**src/rtl/id3v2_frame_extractor_core_assert.svh**
```systemverilog
// Assertion macros for the ID3v2 frame extractor core.
// Used by the top level; relies on clk and rst being in scope.
`ifndef ID3V2_FRAME_EXTRACTOR_CORE_ASSERT_SVH
`define ID3V2_FRAME_EXTRACTOR_CORE_ASSERT_SVH

// same-cycle implication, checked outside reset
`define ID3FX_ASSERT_NOW(label, ante, cons, msg) \
  label: assert property (@(posedge clk) disable iff (rst) (ante) |-> (cons)) \
    else $error(msg);

// next-cycle implication, checked outside reset
`define ID3FX_ASSERT_NEXT(label, ante, cons, msg) \
  label: assert property (@(posedge clk) disable iff (rst) (ante) |=> (cons)) \
    else $error(msg);

`endif

```
**src/rtl/id3fx_pkg.sv**
```systemverilog
// Shared types, codes and tables for the ID3v2 frame extractor.
// No dependencies.
`timescale 1ns / 1ps

package id3fx_pkg;

  localparam int KEY_COUNT   = 7;
  localparam int QUEUE_DEPTH = 4;
  localparam int SIZE_W      = 29;

  localparam logic [2:0] NO_KEY = 3'd7;

  localparam logic KIND_TEXT = 1'b0;
  localparam logic KIND_END  = 1'b1;

  localparam logic [2:0] ST_OK        = 3'd0;
  localparam logic [2:0] ST_NOT_ID3   = 3'd1;
  localparam logic [2:0] ST_EXT_LARGE = 3'd2;
  localparam logic [2:0] ST_BAD_FRAME = 3'd3;
  localparam logic [2:0] ST_TOO_BIG   = 3'd4;

  localparam logic [7:0] EXT_FLAG_BIT = 8'd6;

  typedef enum logic [2:0] {
    PH_IDLE,
    PH_HEADER,
    PH_EXT,
    PH_FHDR,
    PH_PAYLOAD,
    PH_DRAIN
  } phase_t;

  typedef struct packed {
    logic [7:0] data_byte;
    logic       tag_start;
  } item_t;

  typedef struct packed {
    logic       kind;
    logic [7:0] payload;
    logic [2:0] key_index;
    logic [1:0] text_encoding;
    logic       frame_last;
    logic [2:0] status;
  } result_t;

  // one parsed byte's worth of output: a text beat, an end beat, or both
  typedef struct packed {
    logic       has_text;
    logic       has_end;
    logic [7:0] payload;
    logic [2:0] key_index;
    logic [1:0] text_encoding;
    logic       frame_last;
    logic [2:0] status;
  } event_t;

  function automatic logic [7:0] magic_byte(input logic [1:0] idx);
    logic [7:0] r;
    case (idx)
      2'd0:    r = 8'h49;
      2'd1:    r = 8'h44;
      2'd2:    r = 8'h33;
      default: r = 8'h00;
    endcase
    return r;
  endfunction

  function automatic logic [31:0] wanted_id(input logic [2:0] k);
    logic [31:0] r;
    case (k)
      3'd0:    r = 32'h54504531;
      3'd1:    r = 32'h54414C42;
      3'd2:    r = 32'h54495432;
      3'd3:    r = 32'h54594552;
      3'd4:    r = 32'h54434F4E;
      3'd5:    r = 32'h44495343;
      3'd6:    r = 32'h5452434B;
      default: r = 32'h00000000;
    endcase
    return r;
  endfunction

  function automatic logic [2:0] lookup_key(input logic [31:0] id);
    logic [2:0] r;
    r = NO_KEY;
    for (int k = KEY_COUNT - 1; k >= 0; k--) begin
      if (wanted_id(3'(k)) == id) r = 3'(k);
    end
    return r;
  endfunction

endpackage

```
**src/rtl/id3fx_parser.sv**
```systemverilog
// Front end: walks the tag header, extended header and frame headers,
// producing at most one event per accepted byte. Depends on id3fx_pkg.
`timescale 1ns / 1ps

module id3fx_parser import id3fx_pkg::*; (
  input  logic   clk,
  input  logic   rst,
  input  logic   accept,
  input  item_t  item,
  output logic   ev_valid,
  output event_t ev
);

  phase_t              phase, phase_next;
  logic [3:0]          hdr_idx, hdr_idx_next;
  logic                ext_flag, ext_flag_next;
  logic [SIZE_W-1:0]   body_size, body_size_next;
  logic [SIZE_W-1:0]   body_pos, body_pos_next;
  logic [SIZE_W-1:0]   body_left, body_left_next;
  logic [SIZE_W-1:0]   ext_size, ext_size_next;
  logic [31:0]         frame_id, frame_id_next;
  logic [SIZE_W-1:0]   frame_rem, frame_rem_next;
  logic [2:0]          matched_key, matched_key_next;
  logic [1:0]          frame_enc, frame_enc_next;
  logic [2:0]          walk, walk_next;

  logic [7:0]          b;
  logic                body_step, enter_fh, fhdr_stop;
  logic                text_hit, end_hit;
  logic [2:0]          end_status;
  logic                key_ok;

  assign b      = item.data_byte;
  assign key_ok = ({1'b0, matched_key} < 4'(KEY_COUNT));

  always_comb begin
    phase_t            cur_phase;
    logic [3:0]        cur_idx;
    logic [SIZE_W-1:0] cur_bsize;
    logic              cur_flag;
    logic [2:0]        cur_walk;
    cur_phase = item.tag_start ? PH_HEADER : phase;
    cur_idx   = item.tag_start ? 4'd0 : hdr_idx;
    cur_bsize = item.tag_start ? '0 : body_size;
    cur_flag  = item.tag_start ? 1'b0 : ext_flag;
    cur_walk  = item.tag_start ? ST_OK : walk;

    phase_next       = cur_phase;
    hdr_idx_next     = cur_idx;
    ext_flag_next    = cur_flag;
    body_size_next   = cur_bsize;
    body_pos_next    = body_pos;
    body_left_next   = body_left;
    ext_size_next    = ext_size;
    frame_id_next    = frame_id;
    frame_rem_next   = frame_rem;
    matched_key_next = matched_key;
    frame_enc_next   = frame_enc;
    walk_next        = cur_walk;
    body_step        = 1'b0;
    enter_fh         = 1'b0;
    fhdr_stop        = 1'b0;
    text_hit         = 1'b0;
    end_hit          = 1'b0;
    end_status       = ST_OK;

    case (cur_phase)
      PH_IDLE: begin
      end
      PH_HEADER: begin
        if (cur_idx < 4'd3 && b != magic_byte(cur_idx[1:0])) begin
          end_hit    = 1'b1;
          end_status = ST_NOT_ID3;
          phase_next = PH_IDLE;
        end else begin
          if (cur_idx == 4'd5) ext_flag_next = b[EXT_FLAG_BIT[2:0]];
          if (cur_idx >= 4'd6) body_size_next = {cur_bsize[SIZE_W-8:0], 7'd0} | SIZE_W'(b);
          if (cur_idx < 4'd9) begin
            hdr_idx_next = cur_idx + 4'd1;
          end else begin
            body_step      = 1'b1;
            body_pos_next  = '0;
            body_left_next = body_size_next;
            if (ext_flag_next) begin
              phase_next    = PH_EXT;
              hdr_idx_next  = 4'd0;
              ext_size_next = '0;
            end else begin
              enter_fh = 1'b1;
            end
          end
        end
      end
      default: begin
        body_step      = 1'b1;
        body_pos_next  = body_pos + SIZE_W'(1);
        body_left_next = body_left - SIZE_W'(1);
        case (cur_phase)
          PH_EXT: begin
            if (cur_idx < 4'd4) begin
              ext_size_next = {ext_size[SIZE_W-8:0], 7'd0} | SIZE_W'(b);
              hdr_idx_next  = cur_idx + 4'd1;
            end
            if (hdr_idx_next == 4'd4) begin
              if (cur_idx < 4'd4 && ext_size_next > cur_bsize) begin
                phase_next = PH_DRAIN;
                walk_next  = ST_EXT_LARGE;
              end else if (body_pos_next >= ext_size_next) begin
                enter_fh = 1'b1;
              end
            end
          end
          PH_FHDR: begin
            if (cur_idx < 4'd4) begin
              if (!(b inside {[8'h41:8'h5A], [8'h30:8'h39]})) begin
                fhdr_stop  = 1'b1;
                phase_next = PH_DRAIN;
                walk_next  = ST_BAD_FRAME;
              end else begin
                frame_id_next = {frame_id[23:0], b};
              end
            end else if (cur_idx < 4'd8) begin
              frame_rem_next = {frame_rem[SIZE_W-8:0], 7'd0} | SIZE_W'(b);
            end
            if (!fhdr_stop) begin
              if (cur_idx < 4'd9) begin
                hdr_idx_next = cur_idx + 4'd1;
              end else if (frame_rem == '0) begin
                phase_next = PH_DRAIN;
                walk_next  = ST_BAD_FRAME;
              end else if (frame_rem > body_left_next) begin
                phase_next = PH_DRAIN;
                walk_next  = ST_TOO_BIG;
              end else begin
                matched_key_next = lookup_key(frame_id);
                phase_next       = PH_PAYLOAD;
                hdr_idx_next     = 4'd0;
              end
            end
          end
          PH_PAYLOAD: begin
            if (cur_idx == 4'd0) begin
              if (key_ok && b <= 8'd3) frame_enc_next = b[1:0];
              else                     matched_key_next = NO_KEY;
              hdr_idx_next = 4'd1;
            end else if (key_ok) begin
              text_hit = 1'b1;
            end
            if (frame_rem != '0) frame_rem_next = frame_rem - SIZE_W'(1);
            if (frame_rem_next == '0) enter_fh = 1'b1;
          end
          default: begin
          end
        endcase
      end
    endcase

    if (enter_fh) begin
      if (body_left_next > SIZE_W'(10)) begin
        phase_next     = PH_FHDR;
        hdr_idx_next   = 4'd0;
        frame_id_next  = '0;
        frame_rem_next = '0;
      end else begin
        phase_next = PH_DRAIN;
        walk_next  = ST_OK;
      end
    end

    if (body_step && phase_next != PH_IDLE && body_left_next == '0) begin
      end_hit    = 1'b1;
      end_status = (phase_next == PH_EXT && hdr_idx_next < 4'd4) ? ST_EXT_LARGE : walk_next;
      phase_next = PH_IDLE;
    end
  end

  always_comb begin
    ev.has_text      = text_hit;
    ev.has_end       = end_hit;
    ev.payload       = b;
    ev.key_index     = matched_key;
    ev.text_encoding = frame_enc;
    ev.frame_last    = (frame_rem == SIZE_W'(1));
    ev.status        = end_status;
    ev_valid         = accept && (text_hit || end_hit);
  end

  always_ff @(posedge clk) begin
    if (rst) begin
      phase   <= PH_IDLE;
      hdr_idx <= 4'd0;
      walk    <= ST_OK;
    end else if (accept) begin
      phase   <= phase_next;
      hdr_idx <= hdr_idx_next;
      walk    <= walk_next;
    end
  end

  always_ff @(posedge clk) begin
    if (accept) begin
      ext_flag    <= ext_flag_next;
      body_size   <= body_size_next;
      body_pos    <= body_pos_next;
      body_left   <= body_left_next;
      ext_size    <= ext_size_next;
      frame_id    <= frame_id_next;
      frame_rem   <= frame_rem_next;
      matched_key <= matched_key_next;
      frame_enc   <= frame_enc_next;
    end
  end

endmodule

```
**src/rtl/id3fx_queue.sv**
```systemverilog
// Short event queue between the parser and the result stage.
// Depends on id3fx_pkg for the event type.
`timescale 1ns / 1ps

module id3fx_queue import id3fx_pkg::*; #(
  parameter int DEPTH = QUEUE_DEPTH
) (
  input  logic                     clk,
  input  logic                     rst,
  input  logic                     wr_en,
  input  event_t                   wr_data,
  input  logic                     rd_en,
  output event_t                   rd_data,
  output logic                     valid,
  output logic                     full,
  output logic [$clog2(DEPTH+1)-1:0] level
);

  localparam int PTR_W = $clog2(DEPTH);
  localparam int CNT_W = $clog2(DEPTH + 1);

  event_t             mem [DEPTH];
  logic [PTR_W-1:0]   wr_ptr, rd_ptr;
  logic [CNT_W-1:0]   count;

  assign rd_data = mem[rd_ptr];
  assign valid   = (count != '0);
  assign full    = (count == CNT_W'(DEPTH));
  assign level   = count;

  always_ff @(posedge clk) begin
    if (wr_en) mem[wr_ptr] <= wr_data;
  end

  always_ff @(posedge clk) begin
    if (rst) begin
      wr_ptr <= '0;
      rd_ptr <= '0;
      count  <= '0;
    end else begin
      if (wr_en) wr_ptr <= (wr_ptr == PTR_W'(DEPTH - 1)) ? '0 : wr_ptr + PTR_W'(1);
      if (rd_en) rd_ptr <= (rd_ptr == PTR_W'(DEPTH - 1)) ? '0 : rd_ptr + PTR_W'(1);
      case ({wr_en, rd_en})
        2'b10:   count <= count + CNT_W'(1);
        2'b01:   count <= count - CNT_W'(1);
        default: count <= count;
      endcase
    end
  end

endmodule

```
**src/rtl/id3fx_unpack.sv**
```systemverilog
// Back end: holds one event and hands out its text and end beats in order.
// Depends on id3fx_pkg.
`timescale 1ns / 1ps

module id3fx_unpack import id3fx_pkg::*; (
  input  logic    clk,
  input  logic    rst,
  input  logic    q_valid,
  input  event_t  q_data,
  output logic    q_take,
  input  logic    pop,
  output result_t result,
  output logic    empty
);

  event_t cur;
  logic   pend_text, pend_end;
  logic   last_beat;

  assign empty     = !(pend_text || pend_end);
  assign last_beat = pop && (pend_text ^ pend_end);
  assign q_take    = q_valid && (empty || last_beat);

  always_comb begin
    if (pend_text) begin
      result.kind          = KIND_TEXT;
      result.payload       = cur.payload;
      result.key_index     = cur.key_index;
      result.text_encoding = cur.text_encoding;
      result.frame_last    = cur.frame_last;
      result.status        = ST_OK;
    end else begin
      result.kind          = KIND_END;
      result.payload       = 8'd0;
      result.key_index     = 3'd0;
      result.text_encoding = 2'd0;
      result.frame_last    = 1'b0;
      result.status        = cur.status;
    end
  end

  always_ff @(posedge clk) begin
    if (rst) begin
      pend_text <= 1'b0;
      pend_end  <= 1'b0;
    end else if (q_take) begin
      pend_text <= q_data.has_text;
      pend_end  <= q_data.has_end;
    end else if (pop && !empty) begin
      if (pend_text) pend_text <= 1'b0;
      else           pend_end  <= 1'b0;
    end
  end

  always_ff @(posedge clk) begin
    if (q_take) cur <= q_data;
  end

endmodule

```
**src/rtl/id3v2_frame_extractor_core.sv**
```systemverilog
// ID3v2 tag frame extractor: top level joining parser, event queue and
// result stage. Depends on id3fx_pkg, id3fx_parser, id3fx_queue, id3fx_unpack.
//
// Usage:
//   Input channel: one tag byte per beat (push / full); tag_start marks the
//   first header byte and restarts the parse at any point.
//   Result channel: empty / pop; each beat is either a text byte of a wanted
//   frame (kind 0) or the end-of-tag status (kind 1).
// Throughput: one byte per cycle while the queue is not full. The parser
//   decides each byte combinationally; a byte that yields both a last text
//   byte and the end status costs two result beats.
// Path: the accepting edge writes a byte's event into the queue, and the
//   result stage loads it from the queue when the result stage is free.
// Stalls: parser events wait in a QUEUE_DEPTH-entry queue; full rises when it
//   is full, so a stalled receiver halts input once QUEUE_DEPTH events wait
//   behind the one held in the result stage. Bytes that yield nothing still
//   need a free queue entry to enter.
// Reset: synchronous rst empties the queue and result stage and puts the
//   parser idle, waiting for a byte with tag_start set.
`timescale 1ns / 1ps
`include "id3v2_frame_extractor_core_assert.svh"

module id3v2_frame_extractor_core import id3fx_pkg::*; #(
  parameter int QUEUE_DEPTH_P = QUEUE_DEPTH
) (
  input  logic    clk,
  input  logic    rst,
  input  logic    push,
  output logic    full,
  input  item_t   item,
  output logic    empty,
  input  logic    pop,
  output result_t result
);

  logic                               accept;
  logic                               ev_valid;
  event_t                             ev;
  event_t                             q_data;
  logic                               q_valid, q_take;
  logic [$clog2(QUEUE_DEPTH_P+1)-1:0] q_level;

  assign accept = push && !full;

  id3fx_parser u_parser (
    .clk      (clk),
    .rst      (rst),
    .accept   (accept),
    .item     (item),
    .ev_valid (ev_valid),
    .ev       (ev)
  );

  id3fx_queue #(
    .DEPTH (QUEUE_DEPTH_P)
  ) u_queue (
    .clk     (clk),
    .rst     (rst),
    .wr_en   (ev_valid),
    .wr_data (ev),
    .rd_en   (q_take),
    .rd_data (q_data),
    .valid   (q_valid),
    .full    (full),
    .level   (q_level)
  );

  id3fx_unpack u_unpack (
    .clk     (clk),
    .rst     (rst),
    .q_valid (q_valid),
    .q_data  (q_data),
    .q_take  (q_take),
    .pop     (pop),
    .result  (result),
    .empty   (empty)
  );

  `ID3FX_ASSERT_NOW(a_level_bound, 1'b1, q_level <= ($clog2(QUEUE_DEPTH_P+1))'(QUEUE_DEPTH_P), "queue level beyond depth")
  `ID3FX_ASSERT_NOW(a_end_clean, !empty && result.kind == KIND_END, result.payload == 8'd0 && result.frame_last == 1'b0 && result.key_index == 3'd0, "end beat carries text fields")
  `ID3FX_ASSERT_NOW(a_text_key, !empty && result.kind == KIND_TEXT, result.status == ST_OK && result.key_index < 3'(KEY_COUNT), "text beat with bad key or status")
  `ID3FX_ASSERT_NEXT(a_queue_feeds, empty && q_valid, !empty, "queued event not loaded")

endmodule

```
**config.mk**
```make
export PLATFORM = sky130hd
export DESIGN_NAME = id3v2_frame_extractor_core
export DESIGN_NICKNAME = d
export VERILOG_FILES = /design/src/rtl/id3fx_pkg.sv /design/src/rtl/id3fx_parser.sv /design/src/rtl/id3fx_queue.sv /design/src/rtl/id3fx_unpack.sv /design/src/rtl/id3v2_frame_extractor_core.sv
export VERILOG_INCLUDE_DIRS = /design/src /design/src/rtl
export SDC_FILE = /design/constraint.sdc
export NUM_CORES = 1
export LEC_CHECK = 0
export BUFFER_PORTS_ARGS = -buffer_cell sky130_fd_sc_hd__buf_2
export CAP_MARGIN = 20
export CORE_ASPECT_RATIO = 0.5
export CORE_UTILIZATION = 35
export DETAILED_ROUTE_END_ITERATION = 10
export MAX_ROUTING_LAYER = met4
export PLACE_DENSITY = 0.62
export SYNTH_ARGS = -nofsm -noshare
export SYNTH_HDL_FRONTEND = slang
export SYNTH_SLANG_ARGS = --single-unit
```
**constraint.sdc**
```tcl
create_clock -name clk -period 4.6 [get_ports clk]
set_clock_uncertainty 0.15 [all_clocks]
set_input_delay 0.23 -clock clk [delete_from_list [all_inputs] [get_ports clk]]
set_output_delay 0.23 -clock clk [all_outputs]
set_load 0.005 [all_outputs]
```
Word level (Yosys, flattened, before mapping)

Memory sizes are Yosys's and may differ from the RTL's. A register that Yosys moved wholly into a read port is not among the register bits.
Cells that the tools add are included.

Add/sub/neg operators: 8
$lt $le $gt $ge: 16
Equal/unequal tests: 33
Muxes and demuxes: 183
Bitwise logic cells: 6
Reduce and logical (&&, ||, !) cells: 38

Operators by type and width:

| kind                  | count |
|---|---|
| $mux 32               | 48 |
| $mux 29               | 23 |
| $pmux 29 s2           | 4 |
| $eq 32x32->1          | 7 |
| $mux 3                | 39 |
| $logic_not 29->1      | 3 |
| $or 29x8->29          | 3 |
| $gt 29x29->1          | 2 |
| $sub 29x1->29 const B | 2 |
| $mux 4                | 14 |
| $mux 1                | 36 |
| $pmux 3 s2            | 5 |
| $add 29x1->29 const B | 1 |
| $eq 29x1->1 const B   | 1 |
| $ge 29x29->1          | 1 |
| $gt 29x4->1 const B   | 1 |
| $reduce_bool 29->1    | 1 |
| $pmux 7 s3            | 1 |
| $mux 18               | 1 |
| $ne 2x2->1 const B    | 8 |
| $logic_and 1x1->1     | 13 |
| $mux 2                | 6 |
| $pmux 4 s3            | 1 |
| $reduce_bool 2->1     | 5 |
| other kinds (39)      | 58 |

Bits in registers: 219
Bits in writable memories: 76
Input port bits: 13
Output and inout bits: 20
Logic and storage cells: 307
Memories: 1

Memories:

| memory      | words | width | rd ports | clocked after memory_dff | write ports | line              | source |
|---|---|---|---|---|---|---|---|
| u_queue.mem | 4     | 19    | 1        | 1                        | 1           | id3fx_queue.sv:22 | `event_t mem [DEPTH];` |

Depth between registers and ports, before layout

Depth after elaboration: 23
Depth in mapped cells: 23
Gate-level depth less buffers: 19

Modules after synthesis

A second synthesis with hierarchy kept.

Cells, all modules: 1,875
Area, all modules: 19,000.7 um^2

Modules (own cells, without submodules):

| module                     | times used | cells an instance | area an instance (um^2) | seq. area each (um^2) |
|---|---|---|---|---|
| id3fx_parser               | 1          | 1,682             | 15,005.6                | 5,695.5 |
| id3fx_queue                | 1          | 143               | 3,225.6                 | 2,462.4 |
| id3fx_unpack               | 1          | 49                | 755.7                   | 550.5 |
| id3v2_frame_extractor_core | 1          | 1                 | 13.8                    | 0.0 |

Worst setup path after synthesis

OpenSTA, ideal clock, no wires.

Path kind: reg-to-reg
From: register u_parser.hdr_idx[3]
To: memory u_queue.mem[0][0] (netlist bit), data pin
Library setup time: 0.219 ns
Arrival: 4.707 ns
Required time: 4.231 ns
Path slack: -0.476 ns
Stages on the path, launching flop included: 18
Buffers on the path: 3
Clock period less this slack: 5.076 ns
Path through: dfxtp_1 buf_2 inv_1 a21oi_1 clkbuf_1 buf_1 mux2i_1 inv_1 ha_1 nand4_1 nor4_1 a211oi_1 a311oi_1 a21oi_1 a2111oi_0 nor4_1 and3_1 o31ai_1

RTL lines:

| what                   | line                | source |
|---|---|---|
| start, declared        | id3fx_parser.sv:15  | `logic [3:0] hdr_idx, hdr_idx_next;` |
| start signal, assigned | id3fx_parser.sv:195 | `hdr_idx <= hdr_idx_next;` |
| end, declared          | id3fx_queue.sv:22   |  |

==> results.ini <==
[flow_run]
cap_violations = 0

[worst_setup_path]
path_class = flop to flop
required_ns = 4.77
cpMostUsedCell = or4_4
reg2reg_depth = 16
crit_path_max_incr_delay_ns = 0.55
r2r_slack_ns = 0.11
timing.rr.start = u_parser.body_left[22]
worst_setup_path_end_kind = flop
path_cells = or4_4 > or4_1 > or4_4 > xor2_1 > ha_1 > nand4_1 > nor3_1 > a221o_1 > o21ai_1 > buf_4 > nand3_4 > nand3_2 > a32oi_2 > nor4_2 > and3_4 > o31ai_4
start_kind = flop
r2r-end = u_queue.mem[3][0]
worst-path-buf-inv = 1
path_delay_family = simple AND/OR/NAND/NOR gates
critPathArrivalTime_ns = 4.66
cp_slowest_cell = or4_4
critical_path.max_fanout = 4

[worst_hold_path]
min_from = item[8]
hp-class = primary input to flop
whs_path_depth = 2
whs_endpoint = u_queue.mem[2][16]

[logic_synthesis]
postSynthNetCount = 1910
ys_seq_area_share_pct = 47.0
synth.most_common_cell = edfxtp_1
synth.distinct_cells = 92
yosysTopAreaCellShare_pct = 44.7
synth_edf_count = 276
syn_area_mm2 = 0.0185
ys_seq_elements = 297
synthTopCellsByCount = 276 x edfxtp_1, 188 x nor2_1, 158 x nand2_1, 104 x ha_1, 104 x mux2i_1
ys_warn_count = 0
avgSynthCellArea_um2 = 10.4
synth_area_leaders = edfxtp_1 45%, ha_1 7.0%, mux2i_1 5.6%
synth_async_sr_flop_share_pct = 0
yosys.area.top_type = edfxtp_1
ys.flop_type = edfxtp_1
synthCells = 1792

[floorplanning]
coreArea_mm2 = 0.0521
ios = 33
die_h_um = 165
die_area_mm2 = 0.0540
start_util_pct = 35.6
rows = 59
die_w_um = 328

[final_layout]
nets = 2100
design_area_mm2 = 0.0224
diodes = 0
syn2layout_area_growth_pct = 20.9
fill_cells = 5023
utilization_pct = 43.0
drive_above_1_share_pct = 20.2
fin_cells = 2708

[timing]
finalCritPeriodShare_pct = 97.6
slew_violations = 0
rsz0062_at_grt = yes
clock.fmax_mhz = 223
fin_hold_ws_ns = 0.0277
finalHoldViolations = 0
setup_violations = 0
worst_pin_slew_ns = 0.987
slew_headroom_pct = 34.1
fin_crit_ns = 4.49

[drt]
drc = 0
first_pass_iters = 6
wl_um = 53300
drt_iter0_drc = 1476
vias_per_cell = 5.59
ant_nets = 0
wl_per_cell_um = 19.7
num_vias = 15100

[clocking]
path_clk_slew_ns = 0.06
tritoncts = done
cts_max_level = 1
cts.path.max_buffers = 3
cts_sinks = 297
insertion_delay_ns = 0.59
cts-root-buf = clkbuf_16
cts_buffers = 31

[grt]
grt_use_met2_pct = 31.0
grt_max_degree = 59
grt_use_met1_pct = 27.9
globalRouteOverflowTotal = 0
met3_usage_pct = 1.93
antenna_found_initial = 0
grt_use_total_pct = 19.9
busiest_layer = met2
grt_pass1_vias = 14600
grt_pass1_wl_um = 82600

[power_and_ir_drop]
p_leak_nw = 8.27
peakVddDrop_mv = 0.350
p_per_area_mw_per_mm2 = 349
total_power_mw = 7.84

[place]
port_buffers = 32
placed_cells = 2633
gp_congestion = 0.945
post-dp-hpwl_um = 37700
placed_cell_area_mm2 = 0.0209

[run_status]
status = complete, no violations

stage by stage:
stage | setup TNS, ns | setup slack (ns)
CTS | 0 | 0.0286
global route | -0.733 | -0.0906
floorplan | 0 | 0.0220
finish | 0 | 0.112
detailed placement | -2.38 | -0.294
global placement | -1.31 | -0.167
layout make-up:
class	instances	area (µm²)	area share, %
flip-flops and latches	297	8710	38.8
inverters	71	269	1.20
multi-input cells	1328	9510	42.4
clock inverters	16	191	0.854
repair buffers	253	2010	8.97
well taps	701	877	3.91
clock buffers	42	857	3.82
flip-flops by register name (all words and copies together) (netlist names), 3 cells and up, named ones only:
signal,count
u_queue.mem,76
u_parser.frame_id,32
u_parser.body_left,29
u_parser.body_pos,29
u_parser.body_size,29
u_parser.ext_size,29
u_parser.frame_rem,29
u_unpack.cur,17
u_parser.hdr_idx,4
u_parser.matched_key,3
u_parser.phase,3
u_parser.walk,3
u_queue.level,3
routing by layer:
metal	up-vias	routed length (µm)
met2	502	24200
met5	-	0
met3	91	2970
met4	0	1150
met1	7420	25000
li1	7125	-
how the worst max path moves through the flow:
stage	from	endpoint	cells past startpoint
after floorplan	item[0]	u_queue.level[2]	21
after global placement	u_parser.body_left[22]	u_queue.mem[0][0]	16
after detailed placement	u_parser.body_left[22]	u_queue.mem[0][0]	16
after CTS	u_parser.body_left[22]	u_queue.mem[0][0]	16
after global routing	u_parser.body_left[20]	u_queue.mem[1][0]	16
final	u_parser.body_left[22]	u_queue.mem[3][0]	16
repair_timing:
| action | in CTS | in global routing |
|---|---|---|
| cloned | 0 | 6 |
| gates resized for setup | 9 | 47 |
| setup endpoints to repair | 13 | 85 |
| pin swaps | 3 | 20 |
| hold endpoints to repair | 30 | 0 |
| hold buffers | 7 | 0 |
| setup buffers | 1 | 4 |
report_power, final:
part,internal [mW],total (mW),switching [mW]
sequential,3.36,3.63,0.268
combinational,0.668,1.56,0.895
clock,1.53,2.64,1.12
total,5.56,7.84,2.28
kinds of logic after synthesis:
logic type / after synthesis / synth area share [%]
adders and majority gates: 105 / 7.12
DFF: 297 / 47.0
and+or+nand+nor: 707 / 19.3
buffers and inverters: 168 / 3.68
xor gates and xnor gates: 71 / 3.35
AOI/OAI and AO/OA: 314 / 11.2
muxes: 130 / 8.36
placed cells by master (no fill, tap or decap), types with 58 or more instances in the layout:
master / count
edfxtp_1: 276
buf_4: 197
nor2_1: 183
nand2_1: 157
ha_1: 104
mux2i_1: 100
a21oi_1: 86
o21ai_0: 72
inv_1: 70
nand3_1: 58
No activity file was read; power rests on OpenSTA's default activity.
